--- src/fgln_pkg.sv ---
// ----------------------------------------------------------------------------
// fgln_pkg
// Shared constants and types of the film grain luma noise block.
// ----------------------------------------------------------------------------
package fgln_pkg;

   localparam int LUMA_W = 8;
   localparam int SEED_W = 32;
   localparam int BITS_W = 12;
   localparam int GAIN_W = 11;

   localparam int QUEUE_DEPTH_DEF = 2;

   // generator
   localparam logic [15:0]       LEHMER_MULT  = 16'd48271;
   localparam logic [SEED_W-1:0] DEFAULT_SEED = 32'd123456789;
   localparam logic [GAIN_W-1:0] GAIN_RESET   = 11'd52;

   // inverse gaussian approximation
   localparam logic [15:0] MAP_MULT  = 16'd62259;
   localparam logic [15:0] MAP_ROUND = 16'd1638;
   localparam logic [15:0] Q_CENTER  = 16'd2048;
   localparam logic [15:0] NUM_MULT  = 16'd34757;
   localparam logic [15:0] NUM_BIAS  = 16'd9897;
   localparam logic [15:0] DEN_MULT  = 16'd49855;
   localparam logic [15:0] DEN_BIAS  = 16'd8657;
   localparam logic [15:0] V_OFFSET  = 16'd5591;

   // divider: numerator magnitude and denominator magnitude widths
   localparam int QUO_W     = 23;
   localparam int DVS_W     = 16;
   localparam int DIV_STEPS = QUO_W;
   localparam int CNT_W     = $clog2(DIV_STEPS);

   typedef struct packed {
      logic [BITS_W-1:0] bits;
      logic [LUMA_W-1:0] luma;
   } entry_type;

endpackage

--- src/fgln_front.sv ---
// ----------------------------------------------------------------------------
// fgln_front
// Accepts pixels, reseeds and advances the Lehmer generator, queues the work.
// ----------------------------------------------------------------------------
module fgln_front (
   input  logic                       clock,
   input  logic                       reset,
   input  logic                       push,
   output logic                       full,
   input  logic                       frame_start,
   input  logic [fgln_pkg::SEED_W-1:0] frame_seed,
   input  logic [fgln_pkg::LUMA_W-1:0] luma_in,
   output logic                       q_push,
   output fgln_pkg::entry_type        q_entry,
   input  logic                       q_full
);
   import fgln_pkg::*;

   typedef enum logic {F_IDLE, F_FOLD} state_type;

   state_type         state_ff, state_in;
   logic [SEED_W-1:0] gen_ff, gen_in;
   logic [47:0]       prod_ff, prod_in;
   logic [LUMA_W-1:0] luma_ff, luma_in_nx;

   logic [SEED_W-1:0] seed_use;
   logic [SEED_W-1:0] base;
   logic [31:0]       fold1;
   logic [31:0]       fold2;

   always_comb begin
      seed_use   = (frame_seed == '0) ? DEFAULT_SEED : frame_seed;
      base       = frame_start ? seed_use : gen_ff;
      // double fold of the product modulo 2^31-1
      fold1      = {1'b0, prod_ff[30:0]} + {15'b0, prod_ff[47:31]};
      fold2      = {1'b0, fold1[30:0]} + {31'b0, fold1[31]};
      full       = (state_ff != F_IDLE);
      q_push     = (state_ff == F_FOLD) && !q_full;
      q_entry.bits = fold2[BITS_W-1:0];
      q_entry.luma = luma_ff;
      state_in   = state_ff;
      gen_in     = gen_ff;
      prod_in    = prod_ff;
      luma_in_nx = luma_ff;
      case (state_ff)
         F_IDLE: begin
            if (push) begin
               prod_in    = {16'b0, base} * {32'b0, LEHMER_MULT};
               luma_in_nx = luma_in;
               state_in   = F_FOLD;
            end
         end
         F_FOLD: begin
            if (!q_full) begin
               gen_in   = fold2;
               state_in = F_IDLE;
            end
         end
         default: state_in = F_IDLE;
      endcase
   end

   always_ff @(posedge clock) begin
      if (reset) begin
         state_ff <= F_IDLE;
         gen_ff   <= DEFAULT_SEED;
      end else begin
         state_ff <= state_in;
         gen_ff   <= gen_in;
      end
   end

   always_ff @(posedge clock) begin
      prod_ff <= prod_in;
      luma_ff <= luma_in_nx;
   end

endmodule

--- src/fgln_queue.sv ---
// ----------------------------------------------------------------------------
// fgln_queue
// Short first-in first-out queue between the front and back ends.
// ----------------------------------------------------------------------------
module fgln_queue #(
   parameter int DEPTH = fgln_pkg::QUEUE_DEPTH_DEF
) (
   input  logic                clock,
   input  logic                reset,
   input  logic                push,
   input  fgln_pkg::entry_type push_entry,
   output logic                full,
   input  logic                pop,
   output fgln_pkg::entry_type pop_entry,
   output logic                empty
);
   import fgln_pkg::*;

   localparam int PTR_W = $clog2(DEPTH);
   localparam int CNT_W = $clog2(DEPTH + 1);
   localparam logic [PTR_W-1:0] LAST = PTR_W'(DEPTH - 1);

   entry_type        slot_ff [DEPTH];
   logic [PTR_W-1:0] wr_ff, wr_in;
   logic [PTR_W-1:0] rd_ff, rd_in;
   logic [CNT_W-1:0] cnt_ff, cnt_in;
   logic             do_push, do_pop;

   always_comb begin
      full      = (cnt_ff == CNT_W'(DEPTH));
      empty     = (cnt_ff == '0);
      do_push   = push && !full;
      do_pop    = pop && !empty;
      pop_entry = slot_ff[rd_ff];
      wr_in     = wr_ff;
      rd_in     = rd_ff;
      cnt_in    = cnt_ff;
      if (do_push) begin
         wr_in = (wr_ff == LAST) ? '0 : wr_ff + 1'b1;
      end
      if (do_pop) begin
         rd_in = (rd_ff == LAST) ? '0 : rd_ff + 1'b1;
      end
      if (do_push && !do_pop) begin
         cnt_in = cnt_ff + 1'b1;
      end else if (do_pop && !do_push) begin
         cnt_in = cnt_ff - 1'b1;
      end
   end

   always_ff @(posedge clock) begin
      if (reset) begin
         wr_ff  <= '0;
         rd_ff  <= '0;
         cnt_ff <= '0;
      end else begin
         wr_ff  <= wr_in;
         rd_ff  <= rd_in;
         cnt_ff <= cnt_in;
      end
   end

   always_ff @(posedge clock) begin
      if (do_push) begin
         slot_ff[wr_ff] <= push_entry;
      end
   end

endmodule

--- src/fgln_back.sv ---
// ----------------------------------------------------------------------------
// fgln_back
// Maps random bits to gaussian grain, scales it and adds it to the pixel.
// ----------------------------------------------------------------------------
module fgln_back (
   input  logic                        clock,
   input  logic                        reset,
   input  logic [fgln_pkg::GAIN_W-1:0] gain,
   input  fgln_pkg::entry_type         q_entry,
   input  logic                        q_empty,
   output logic                        q_pop,
   output logic                        empty,
   input  logic                        pop,
   output logic [fgln_pkg::LUMA_W-1:0] luma_out
);
   import fgln_pkg::*;

   typedef enum logic [3:0] {
      B_IDLE, B_MAP, B_SQ, B_POLY, B_RAT, B_DIV, B_QUOT, B_SCALE, B_GAIN, B_SUM
   } state_type;

   state_type          state_ff, state_in;
   logic               out_valid_ff, out_valid_in;
   logic [LUMA_W-1:0]  out_luma_ff, out_luma_in;
   logic [CNT_W-1:0]   cnt_ff, cnt_in;

   logic [BITS_W-1:0]  bits_ff, bits_in;
   logic [LUMA_W-1:0]  luma_ff, luma_in;
   logic signed [12:0] q_ff, q_in;
   logic [10:0]        s_ff, s_in;
   logic [20:0]        ss_ff, ss_in;
   logic [25:0]        pa_ff, pa_in;
   logic [25:0]        pb_ff, pb_in;
   logic [QUO_W-1:0]   quo_ff, quo_in;
   logic [DVS_W-1:0]   rem_ff, rem_in;
   logic [DVS_W-1:0]   dvs_ff, dvs_in;
   logic               neg_ff, neg_in;
   logic signed [15:0] v_ff, v_in;
   logic signed [15:0] w_ff, w_in;
   logic signed [11:0] g_ff, g_in;

   logic [27:0]        map_sum;
   logic [25:0]        sq;
   logic signed [26:0] num_x, num_t;
   logic signed [27:0] den_x, den_t;
   logic [DVS_W:0]     rem_sh;
   logic signed [23:0] qt;
   logic signed [28:0] vq, vq_t;
   logic signed [27:0] vg, vg_t;
   logic signed [12:0] sum;
   logic               out_free;

   always_comb begin
      state_in     = state_ff;
      out_valid_in = out_valid_ff && !pop;
      out_luma_in  = out_luma_ff;
      cnt_in       = cnt_ff;
      bits_in      = bits_ff;
      luma_in      = luma_ff;
      q_in         = q_ff;
      s_in         = s_ff;
      ss_in        = ss_ff;
      pa_in        = pa_ff;
      pb_in        = pb_ff;
      quo_in       = quo_ff;
      rem_in       = rem_ff;
      dvs_in       = dvs_ff;
      neg_in       = neg_ff;
      v_in         = v_ff;
      w_in         = w_ff;
      g_in         = g_ff;
      q_pop        = 1'b0;
      out_free     = !out_valid_ff || pop;

      map_sum = {16'b0, bits_ff} * {12'b0, MAP_MULT} + {12'b0, MAP_ROUND};
      sq      = {{13{q_ff[12]}}, q_ff} * {{13{q_ff[12]}}, q_ff};
      num_x   = $signed(27'(NUM_BIAS)) - $signed({1'b0, pa_ff});
      num_t   = (num_x < 0) ? (num_x + 27'sd15) >>> 4 : num_x >>> 4;
      den_x   = $signed({3'b0, ss_ff, 4'b0}) + $signed(28'(DEN_BIAS))
                - $signed({2'b0, pb_ff});
      den_t   = (den_x < 0) ? (den_x + 28'sd65535) >>> 16 : den_x >>> 16;
      rem_sh  = {rem_ff, quo_ff[QUO_W-1]};
      qt      = neg_ff ? -$signed({1'b0, quo_ff}) : $signed({1'b0, quo_ff});
      vq      = $signed({{13{v_ff[15]}}, v_ff}) * $signed({{16{q_ff[12]}}, q_ff});
      vq_t    = (vq < 0) ? (vq + 29'sd16383) >>> 14 : vq >>> 14;
      vg      = $signed({{12{w_ff[15]}}, w_ff}) * $signed({17'b0, gain});
      vg_t    = (vg < 0) ? (vg + 28'sd16383) >>> 14 : vg >>> 14;
      sum     = $signed({5'b0, luma_ff}) + $signed({g_ff[11], g_ff});

      case (state_ff)
         B_IDLE: begin
            if (!q_empty) begin
               q_pop    = 1'b1;
               bits_in  = q_entry.bits;
               luma_in  = q_entry.luma;
               state_in = B_MAP;
            end
         end
         B_MAP: begin
            q_in     = $signed({1'b0, map_sum[27:16]}) - $signed(13'(Q_CENTER));
            state_in = B_SQ;
         end
         B_SQ: begin
            s_in     = sq[22:12];
            state_in = B_POLY;
         end
         B_POLY: begin
            ss_in    = {10'b0, s_ff} * {10'b0, s_ff};
            pa_in    = {15'b0, s_ff} * {10'b0, NUM_MULT};
            pb_in    = {15'b0, s_ff} * {10'b0, DEN_MULT};
            state_in = B_RAT;
         end
         B_RAT: begin
            // zero denominator is taken as one
            quo_in   = (num_t < 0) ? QUO_W'(-num_t) : QUO_W'(num_t);
            if (den_t == 0) begin
               dvs_in = DVS_W'(1);
            end else begin
               dvs_in = (den_t < 0) ? DVS_W'(-den_t) : DVS_W'(den_t);
            end
            neg_in   = num_t[26] ^ den_t[27];
            rem_in   = '0;
            cnt_in   = '0;
            state_in = B_DIV;
         end
         B_DIV: begin
            // restoring division, one quotient bit per cycle
            if (rem_sh >= {1'b0, dvs_ff}) begin
               rem_in = DVS_W'(rem_sh - {1'b0, dvs_ff});
               quo_in = {quo_ff[QUO_W-2:0], 1'b1};
            end else begin
               rem_in = rem_sh[DVS_W-1:0];
               quo_in = {quo_ff[QUO_W-2:0], 1'b0};
            end
            cnt_in = cnt_ff + 1'b1;
            if (cnt_ff == CNT_W'(DIV_STEPS - 1)) begin
               state_in = B_QUOT;
            end
         end
         B_QUOT: begin
            v_in     = 16'(qt + $signed(24'(V_OFFSET)));
            state_in = B_SCALE;
         end
         B_SCALE: begin
            w_in     = 16'(vq_t);
            state_in = B_GAIN;
         end
         B_GAIN: begin
            g_in     = 12'(vg_t);
            state_in = B_SUM;
         end
         B_SUM: begin
            if (out_free) begin
               out_valid_in = 1'b1;
               if (sum < 0) begin
                  out_luma_in = '0;
               end else if (sum > 13'sd255) begin
                  out_luma_in = '1;
               end else begin
                  out_luma_in = sum[LUMA_W-1:0];
               end
               state_in = B_IDLE;
            end
         end
         default: state_in = B_IDLE;
      endcase
   end

   assign empty    = !out_valid_ff;
   assign luma_out = out_luma_ff;

   always_ff @(posedge clock) begin
      if (reset) begin
         state_ff     <= B_IDLE;
         out_valid_ff <= 1'b0;
         cnt_ff       <= '0;
      end else begin
         state_ff     <= state_in;
         out_valid_ff <= out_valid_in;
         cnt_ff       <= cnt_in;
      end
   end

   always_ff @(posedge clock) begin
      out_luma_ff <= out_luma_in;
      bits_ff     <= bits_in;
      luma_ff     <= luma_in;
      q_ff        <= q_in;
      s_ff        <= s_in;
      ss_ff       <= ss_in;
      pa_ff       <= pa_in;
      pb_ff       <= pb_in;
      quo_ff      <= quo_in;
      rem_ff      <= rem_in;
      dvs_ff      <= dvs_in;
      neg_ff      <= neg_in;
      v_ff        <= v_in;
      w_ff        <= w_in;
      g_ff        <= g_in;
   end

endmodule

--- src/film_grain_luma_noise_top.sv ---
// ----------------------------------------------------------------------------
// film_grain_luma_noise_top
// Adds Lehmer-generator driven gaussian film grain to a luma pixel stream.
//
//   channel   direction  handshake             payload
//   request   in         push / full           req_frame_start, req_frame_seed,
//                                              req_luma_in
//   response  out        empty / pop           rsp_luma_out
//   csr       in         csr_valid / csr_ready csr_wdata (noise gain)
//
// The front end takes a pixel, multiplies, then folds the generator, and takes
// no new pixel until the folded item is in the queue. The back end runs the
// restoring divider of the rational approximation, which sets the rate, and
// takes a new pixel only after the last one is summed. Reset is synchronous
// and needs no clearing. A result not popped stalls the back end, the queue
// then fills and full holds off the front end.
// ----------------------------------------------------------------------------
module film_grain_luma_noise_top #(
   parameter int QUEUE_DEPTH = fgln_pkg::QUEUE_DEPTH_DEF
) (
   input  logic                        clock,
   input  logic                        reset,
   input  logic                        push,
   output logic                        full,
   input  logic                        req_frame_start,
   input  logic [fgln_pkg::SEED_W-1:0] req_frame_seed,
   input  logic [fgln_pkg::LUMA_W-1:0] req_luma_in,
   output logic                        empty,
   input  logic                        pop,
   output logic [fgln_pkg::LUMA_W-1:0] rsp_luma_out,
   input  logic                        csr_valid,
   output logic                        csr_ready,
   input  logic [fgln_pkg::GAIN_W-1:0] csr_wdata
);
   import fgln_pkg::*;

   logic [GAIN_W-1:0] gain_ff, gain_in;
   logic              q_push, q_full, q_pop, q_empty;
   entry_type         push_entry, pop_entry;

   assign csr_ready = 1'b1;
   assign gain_in   = (csr_valid && csr_ready) ? csr_wdata : gain_ff;

   always_ff @(posedge clock) begin
      if (reset) begin
         gain_ff <= GAIN_RESET;
      end else begin
         gain_ff <= gain_in;
      end
   end

   fgln_front u_front (
      .clock       (clock),
      .reset       (reset),
      .push        (push),
      .full        (full),
      .frame_start (req_frame_start),
      .frame_seed  (req_frame_seed),
      .luma_in     (req_luma_in),
      .q_push      (q_push),
      .q_entry     (push_entry),
      .q_full      (q_full)
   );

   fgln_queue #(
      .DEPTH (QUEUE_DEPTH)
   ) u_queue (
      .clock      (clock),
      .reset      (reset),
      .push       (q_push),
      .push_entry (push_entry),
      .full       (q_full),
      .pop        (q_pop),
      .pop_entry  (pop_entry),
      .empty      (q_empty)
   );

   fgln_back u_back (
      .clock    (clock),
      .reset    (reset),
      .gain     (gain_ff),
      .q_entry  (pop_entry),
      .q_empty  (q_empty),
      .q_pop    (q_pop),
      .empty    (empty),
      .pop      (pop),
      .luma_out (rsp_luma_out)
   );

   // front end never pushes into a full queue
   a_no_push_full: assert property (@(posedge clock) disable iff (reset)
      q_push |-> !q_full) else $error("push into full queue");

   // back end never pops an empty queue
   a_no_pop_empty: assert property (@(posedge clock) disable iff (reset)
      q_pop |-> !q_empty) else $error("pop from empty queue");

   // an accepted transaction keeps the front end busy in the fold state
   a_front_busy: assert property (@(posedge clock) disable iff (reset)
      (push && !full) |=> full) else $error("front end took back-to-back items");

   // gain changes only through the csr port
   a_gain_hold: assert property (@(posedge clock) disable iff (reset)
      !csr_valid |=> $stable(gain_ff)) else $error("gain changed without write");

endmodule
--- config.mk ---
export PLATFORM = sky130hd
export DESIGN_NAME = film_grain_luma_noise_top
export DESIGN_NICKNAME = d
export VERILOG_FILES = /design/src/fgln_pkg.sv /design/src/fgln_front.sv /design/src/fgln_queue.sv /design/src/fgln_back.sv /design/src/film_grain_luma_noise_top.sv
export SDC_FILE = /design/constraint.sdc
export NUM_CORES = 2
export LEC_CHECK = 0
export BUFFER_PORTS_ARGS = -buffer_cell sky130_fd_sc_hd__buf_4
export CAP_MARGIN = 15
export CORE_UTILIZATION = 35
export DETAILED_ROUTE_END_ITERATION = 10
export GPL_ROUTABILITY_DRIVEN = 0
export PLACE_DENSITY = 0.58
export SYNTH_ARGS = -nofsm -noshare
export SYNTH_HDL_FRONTEND = slang
export SYNTH_SLANG_ARGS = --single-unit
--- constraint.sdc ---
create_clock -name clock -period 21.1 [get_ports clock]
set_input_delay 3.165 -clock clock [delete_from_list [all_inputs] [get_ports clock]]
set_output_delay 3.165 -clock clock [all_outputs]
set_load 0.01 [all_outputs]
# --- Word-level counts from Yosys, hierarchy flattened ---
# Memories as Yosys holds them, arrays and structs flattened. A register that Yosys moved wholly into a read port is not among the register bits.
# Cells that the tools add are included.
word_totals:
  regBits: 319
  latchBits: 0
  ramBits: 40
  romBits: 0
  out_inout_bits: 11
  mem_count: 1
classes:
  add_sub_neg: 22
  multipliers: 8
  n_div: 0
  magnitude_cmp: 9
  n_eq_ne: 14
  shift: 0
  muxes: 32
  bitwise: 4
  n_reduce_logical: 24
memory_table:
  columns: ["name", "depth", "width", "read_ports", "rd_ports_with_merged_regs", "write_ports", "line", "rtl"]
  rows:
  - ["u_queue.slot_ff", 2, 20, 1, 1, 1, "fgln_queue.sv:23", "entry_type slot_ff [DEPTH];"]
op_table:
  columns: ["op", "count"]
  rows:
  - ["$lt 28x1->1 const B", 3]
  - ["$logic_not 32->1", 2]
  - ["$mux 16", 4]
  - ["$mux 32", 2]
  - ["$lt 27x1->1 const B", 2]
  - ["$mul 11x16->26 const B", 2]
  - ["$mul 32x16->48 const B", 1]
  - ["$pmux 23 s2", 1]
  - ["$pmux 4 s10", 1]
  - ["$add 31x1->32", 1]
  - ["$add 31x17->32", 1]
  - ["$neg 16->16", 2]
  - ["$pmux 16 s2", 1]
  - ["$add 29x15->29 const B", 1]
  - ["$lt 29x1->1 const B", 1]
  - ["$mul 16x13->29", 1]
  - ["$add 28x11->28 const B", 1]
  - ["$add 28x17->28 const B", 1]
  - ["$mul 12x16->28 const B", 1]
  - ["$mul 16x12->28", 1]
  - ["$mux 28", 1]
  - ["$add 27x5->27 const B", 1]
  - ["$mux 27", 1]
  - ["$sub 14x26->27 const A", 1]
  - ["43 further kinds", 79]

# --- Logic depth before layout (Yosys ltp) ---
logic_depth:
  word_depth: 8
  depth_mapped: 29
  ltp_nobuf: 29

# --- Modules after synthesis ---
# A second synthesis with hierarchy kept.
unflattened:
  cells_unflattened: 6181
  hier_area_um2: 60628.1
modules_own_cells:
  columns: ["mod", "instances", "cells_each", "area_per_inst_um2", "seq_area_each_um2"]
  rows:
  - ["fgln_back", 1, 4503, 43784.5, 6806.5]
  - ["fgln_front", 1, 1554, 14784.2, 2342.2]
  - ["fgln_queue", 1, 87, 1654.1, 1301.2]
  - ["film_grain_luma_noise_top", 1, 37, 405.4, 220.2]

# --- Worst setup path after synthesis ---
# OpenSTA, ideal clock, no wires.
synth_path:
  path_kind: "input-to-reg"
  startpoint: "in req_frame_start"
  endpoint: "reg u_front.prod_ff[46] (data pin)"
  setup_time_ps: 262
  arrival_ps: 9979
  slack_ps: 10858
  stages: 28
  path_buffers: 2
  path_cell_list: "clkbuf_1 > buf_1 > mux2i_1 > clkinv_1 > xnor2_1 > ha_1 > inv_1 > fa_1 > inv_1 > fa_1 > fa_1 > fa_1 > inv_1 > fa_1 > inv_1 > ha_1 > and2_1 > nand4_1 > a41oi_1 > a211oi_1 > o31ai_1 > a21oi_1 > nor4_1 > a2111oi_0 > o21ai_0 > nand2_1 > a21oi_1 > xor2_1"
synth_between:
  elab_chain_len: 2
synth_rtl:
  columns: ["item", "line", "rtl"]
  rows:
  - ["from (decl)", "film_grain_luma_noise_top.sv:25", "input logic req_frame_start,"]
  - ["$mux 32", "fgln_front.sv:33", "base = frame_start ? seed_use : gen_ff;"]
  - ["$mul 32x16->48", "fgln_front.sv:48", "prod_in = {16'b0, base} * {32'b0, LEHMER_MULT};"]
  - ["to (signal assigned)", "fgln_front.sv:74", "prod_ff <= prod_in;"]
  - ["to (decl)", "fgln_front.sv:23", "logic [47:0] prod_ff, prod_in;"]
# Every way passes these cells.
# A chain may end at the register's enable or synchronous reset.

# --- Worst setup path after layout ---
layout_path:
  startpoint: "in req_frame_seed[17] (netlist name)"
  endpoint: "reg u_front.prod_ff[46] (data pin)"
layout_between:
  elab_chain_len: 4
layout_rtl:
  columns: ["item", "line", "rtl"]
  rows:
  - ["from (decl)", "film_grain_luma_noise_top.sv:26", "input logic [fgln_pkg::SEED_W-1:0] req_frame_seed,"]
  - ["$logic_not 32->1", "fgln_front.sv:32", "seed_use = (frame_seed == '0) ? DEFAULT_SEED : frame_seed;"]
  - ["$mux 32 (*)", "fgln_front.sv:32", null]
  - ["$mux 32 (*)", "fgln_front.sv:33", null]
  - ["$mul 32x16->48 (*)", "fgln_front.sv:48", null]
# Mark *: on every way between the ends. The rest lies on a longest branch, timed or not.

==> results.yml <==
status:
  outcome: "finished, final reports clean"
setup_path:
  cp_slowest_cell: "nor4_1"
  critPathMaxStageDelay_ns: 0.93
  cp-start-kind: "input pin"
  regToRegSetupSlack_ns: 13.02
  cp_num_buf_inv: 5
  required_ns: 21.46
  critPathKind: "input pin to register"
  cp-end-kind: "register"
  cp_top_family: "adder cells"
  cp_common_cell: "fa_1"
  crit_fanout: 24
  worstPathArrival_ns: 11.78
clocking:
  clockBufferDepth: 3
  cts_tree: "done"
  path_clk_slew_ns: 0.06
  cts_setup_buffers: 0
  clk-insertion-delay-late_ns: 0.61
  hold_buffers: 0
  cts_buffers: 46
  post_cts_resized: 0
  clock-sinks: 374
  cts_root_buffer: "clkbuf_16"
  htree_levels: 2
die:
  core_um2: 169000
  die_y_um: 415
  rows: 151
  dieArea_um2: 172000
  die_w_um: 415
  start_util_pct: 35.3
  ioPinCount: 68
hold_path:
  min_path_type: "register to register"
final_layout:
  final_nets: 7823
  areaGrowthSynthToFinish_pct: 7.62
  drive_above_1_share_pct: 4.44
routing:
  first_pass_iters: 7
  drcViolationCount: 0
  vias: 42100
  drtIter0Drc: 2633
  wl_per_cell_um: 17.5
  ant_nets: 0
  drt-total-wl_um: 147000
  viasPerCell: 5.01
timing:
  tns_ns: 0
  relSlewSlack_pct: 23.9
  post-route-period-util_pct: 54.2
  slew_viol_final: 0
  hold_violations: 0
  period_needed_ns: 11.43
  skew_ns: 0.0197
  setup_viol: 0
  rsz0062_at_grt: "no"
  worst_slew_pin_slew_ns: 1.13
  clock.fmax_ghz: 0.0875
global_route:
  antenna_found_initial: 3
  grt_usage_pct: 17.4
  grt_first_pass_wirelength_um: 240000
  grt_max_degree: 71
  gr-total-overflow: 0
  grt_pass1_vias: 44400
synthesis:
  yosysTopAreaCell: "fa_1"
  synth_ff_type: "edfxtp_1"
  synthArstFlopShare_pct: 0
  synth_edf_count: 316
  syn_inst: 6129
  yosysUniqueCellTypes: 96
  yosysWarnings: 0
  synth_area_um2: 59800
  avgSynthCellArea_um2: 9.75
  yosys_register_bits: 374
  yosysTopAreaCellShare_pct: 28.8
  synth_area_leaders: "fa_1 (29%), ha_1 (16%), edfxtp_1 (16%)"
  yosysSeqAreaShare_pct: 17.8
placement:
  portBuffers: 66
  hpwl_um: 121000
job:
  max_cap_violations: 0
## kinds of logic after synthesis
logic type / count (synthesis) / share of synthesized area (%)
buffers and inverters: 1329 / 8.38
xor gates and xnor gates: 415 / 6.08
DFF: 374 / 17.8
and+or+nand+nor: 1484 / 12.2
other: 2 / 0.0126
muxes: 77 / 1.36
adders and majority gates: 1636 / 45.0
AOI/OAI and AO/OA: 812 / 9.10
## synthesized netlist by cell type (11+ instances only)
| library cell | n |
|---|---|
| nor4_1 | 27 |
| a21oi_1 | 208 |
| or4_1 | 11 |
| nand4_1 | 35 |
| o21a_1 | 64 |
| mux2i_1 | 45 |
| edfxtp_1 | 316 |
| a21boi_0 | 13 |
| clkbuf_1 | 130 |
| o31a_1 | 11 |
| fa_1 | 861 |
| dfxtp_1 | 58 |
| a31oi_1 | 33 |
| and2_1 | 220 |
| o21bai_1 | 28 |
| o21ai_0 | 140 |
| or3_1 | 25 |
| and3_1 | 43 |
| nor2_1 | 296 |
| nand2_1 | 466 |
| nor3_1 | 98 |
| xor2_1 | 136 |
| or2_2 | 16 |
| nor2b_1 | 45 |
| o31ai_1 | 16 |
| xnor2_1 | 279 |
| a211oi_1 | 27 |
| and4_1 | 13 |
| nand2b_1 | 42 |
| nand3_1 | 102 |
| o211ai_1 | 31 |
| o22a_1 | 24 |
| inv_1 | 1173 |
| ha_1 | 769 |
| a21o_1 | 90 |
| mux2_2 | 32 |
| buf_1 | 16 |
## through the flow
step | cell area, um^2 | util [%] | instances | hold slack [ns] | setup slack, ns
floorplan | 59800 | - | 6136 | 0.421 | 10.86
global placement | 62800 | 37.1 | 8303 | 0.428 | 9.12
detailed placement | 62800 | 37.1 | 8305 | 0.436 | 8.99
CTS | 64300 | 37.9 | 8390 | 0.450 | 9.62
global route | 64300 | 37.9 | 8392 | 0.461 | 9.13
finish | 64300 | 37.9 | 8393 | 0.450 | 9.67
## per-layer routing
layer	global-route usage [%]	routed length (um)
met4	5.37	4810
met5	0	11
met2	29.4	69900
met3	1.87	6250
met1	23.3	65800
## registers in the layout, indices dropped and copies added (netlist names), 12 cells and up
register and count:
u_back.bits_ff 12, u_back.dvs_ff 16, u_back.g_ff 12, u_back.pa_ff 25, u_back.pb_ff 26, u_back.q_ff 12, u_back.quo_ff 23, u_back.rem_ff 16
u_back.ss_ff 19, u_back.v_ff 16, u_back.w_ff 15, u_front.gen_ff 32, u_front.prod_ff 48, u_queue.slot_ff 40
## area by class of cell
| class | count | area, um^2 |
|---|---|---|
| clock buffer | 57 | 1230 |
| clock inverter | 28 | 240 |
| inverter | 1175 | 4410 |
| multi-input combinational | 4433 | 44200 |
| antenna | 2 | 5.00 |
| timing repair buffer | 106 | 795 |
| tap | 2218 | 2780 |
| fill | 16800 | 105000 |
| sequential | 374 | 10700 |
## worst reg2reg max path, delay by kind of cell (launching register included)
kind	cells	cell delay (ns)
AOI/OAI and AO/OA	8	1.88
xor gates and xnor gates	1	0.87
adders and majority gates	7	3.11
buffers and inverters	4	0.21
DFF	1	0.73
and+or+nand+nor	4	0.95
## cells in the final DEF (no fill, tap or decap), types with 43 or more instances in the layout
master     count
a21o_1        90
dfxtp_1       58
xnor2_1      279
ha_1         769
nor2_1       294
inv_1       1173
a21oi_1      207
and2_1       220
nand2_1      466
buf_4        103
xor2_1       136
o21ai_0      140
nor3_1        94
o21a_1        64
fa_1         861
edfxtp_1     316
mux2i_1       45
nand3_1      102
and3_1        43
clkbuf_16     46
nor2b_1       44
## path summary, 6_finish.rpt
| check | startpoint | end | cells after the start |
|---|---|---|---|
| worst max-delay path | req_frame_seed[17] | u_front.prod_ff[46] | 28 |
| worst min-delay path | u_front.luma_ff[6] | u_queue.slot_ff[0][6] | 0 |
| worst max register to register | u_back.v_ff[6] | u_back.w_ff[7] | 24 |
| worst min register to register | u_front.luma_ff[6] | u_queue.slot_ff[0][6] | 0 |
Power is left out: the tool's default activity adds up to more than one toggle a clock period on the data nets, which glitch-free logic cannot reach.
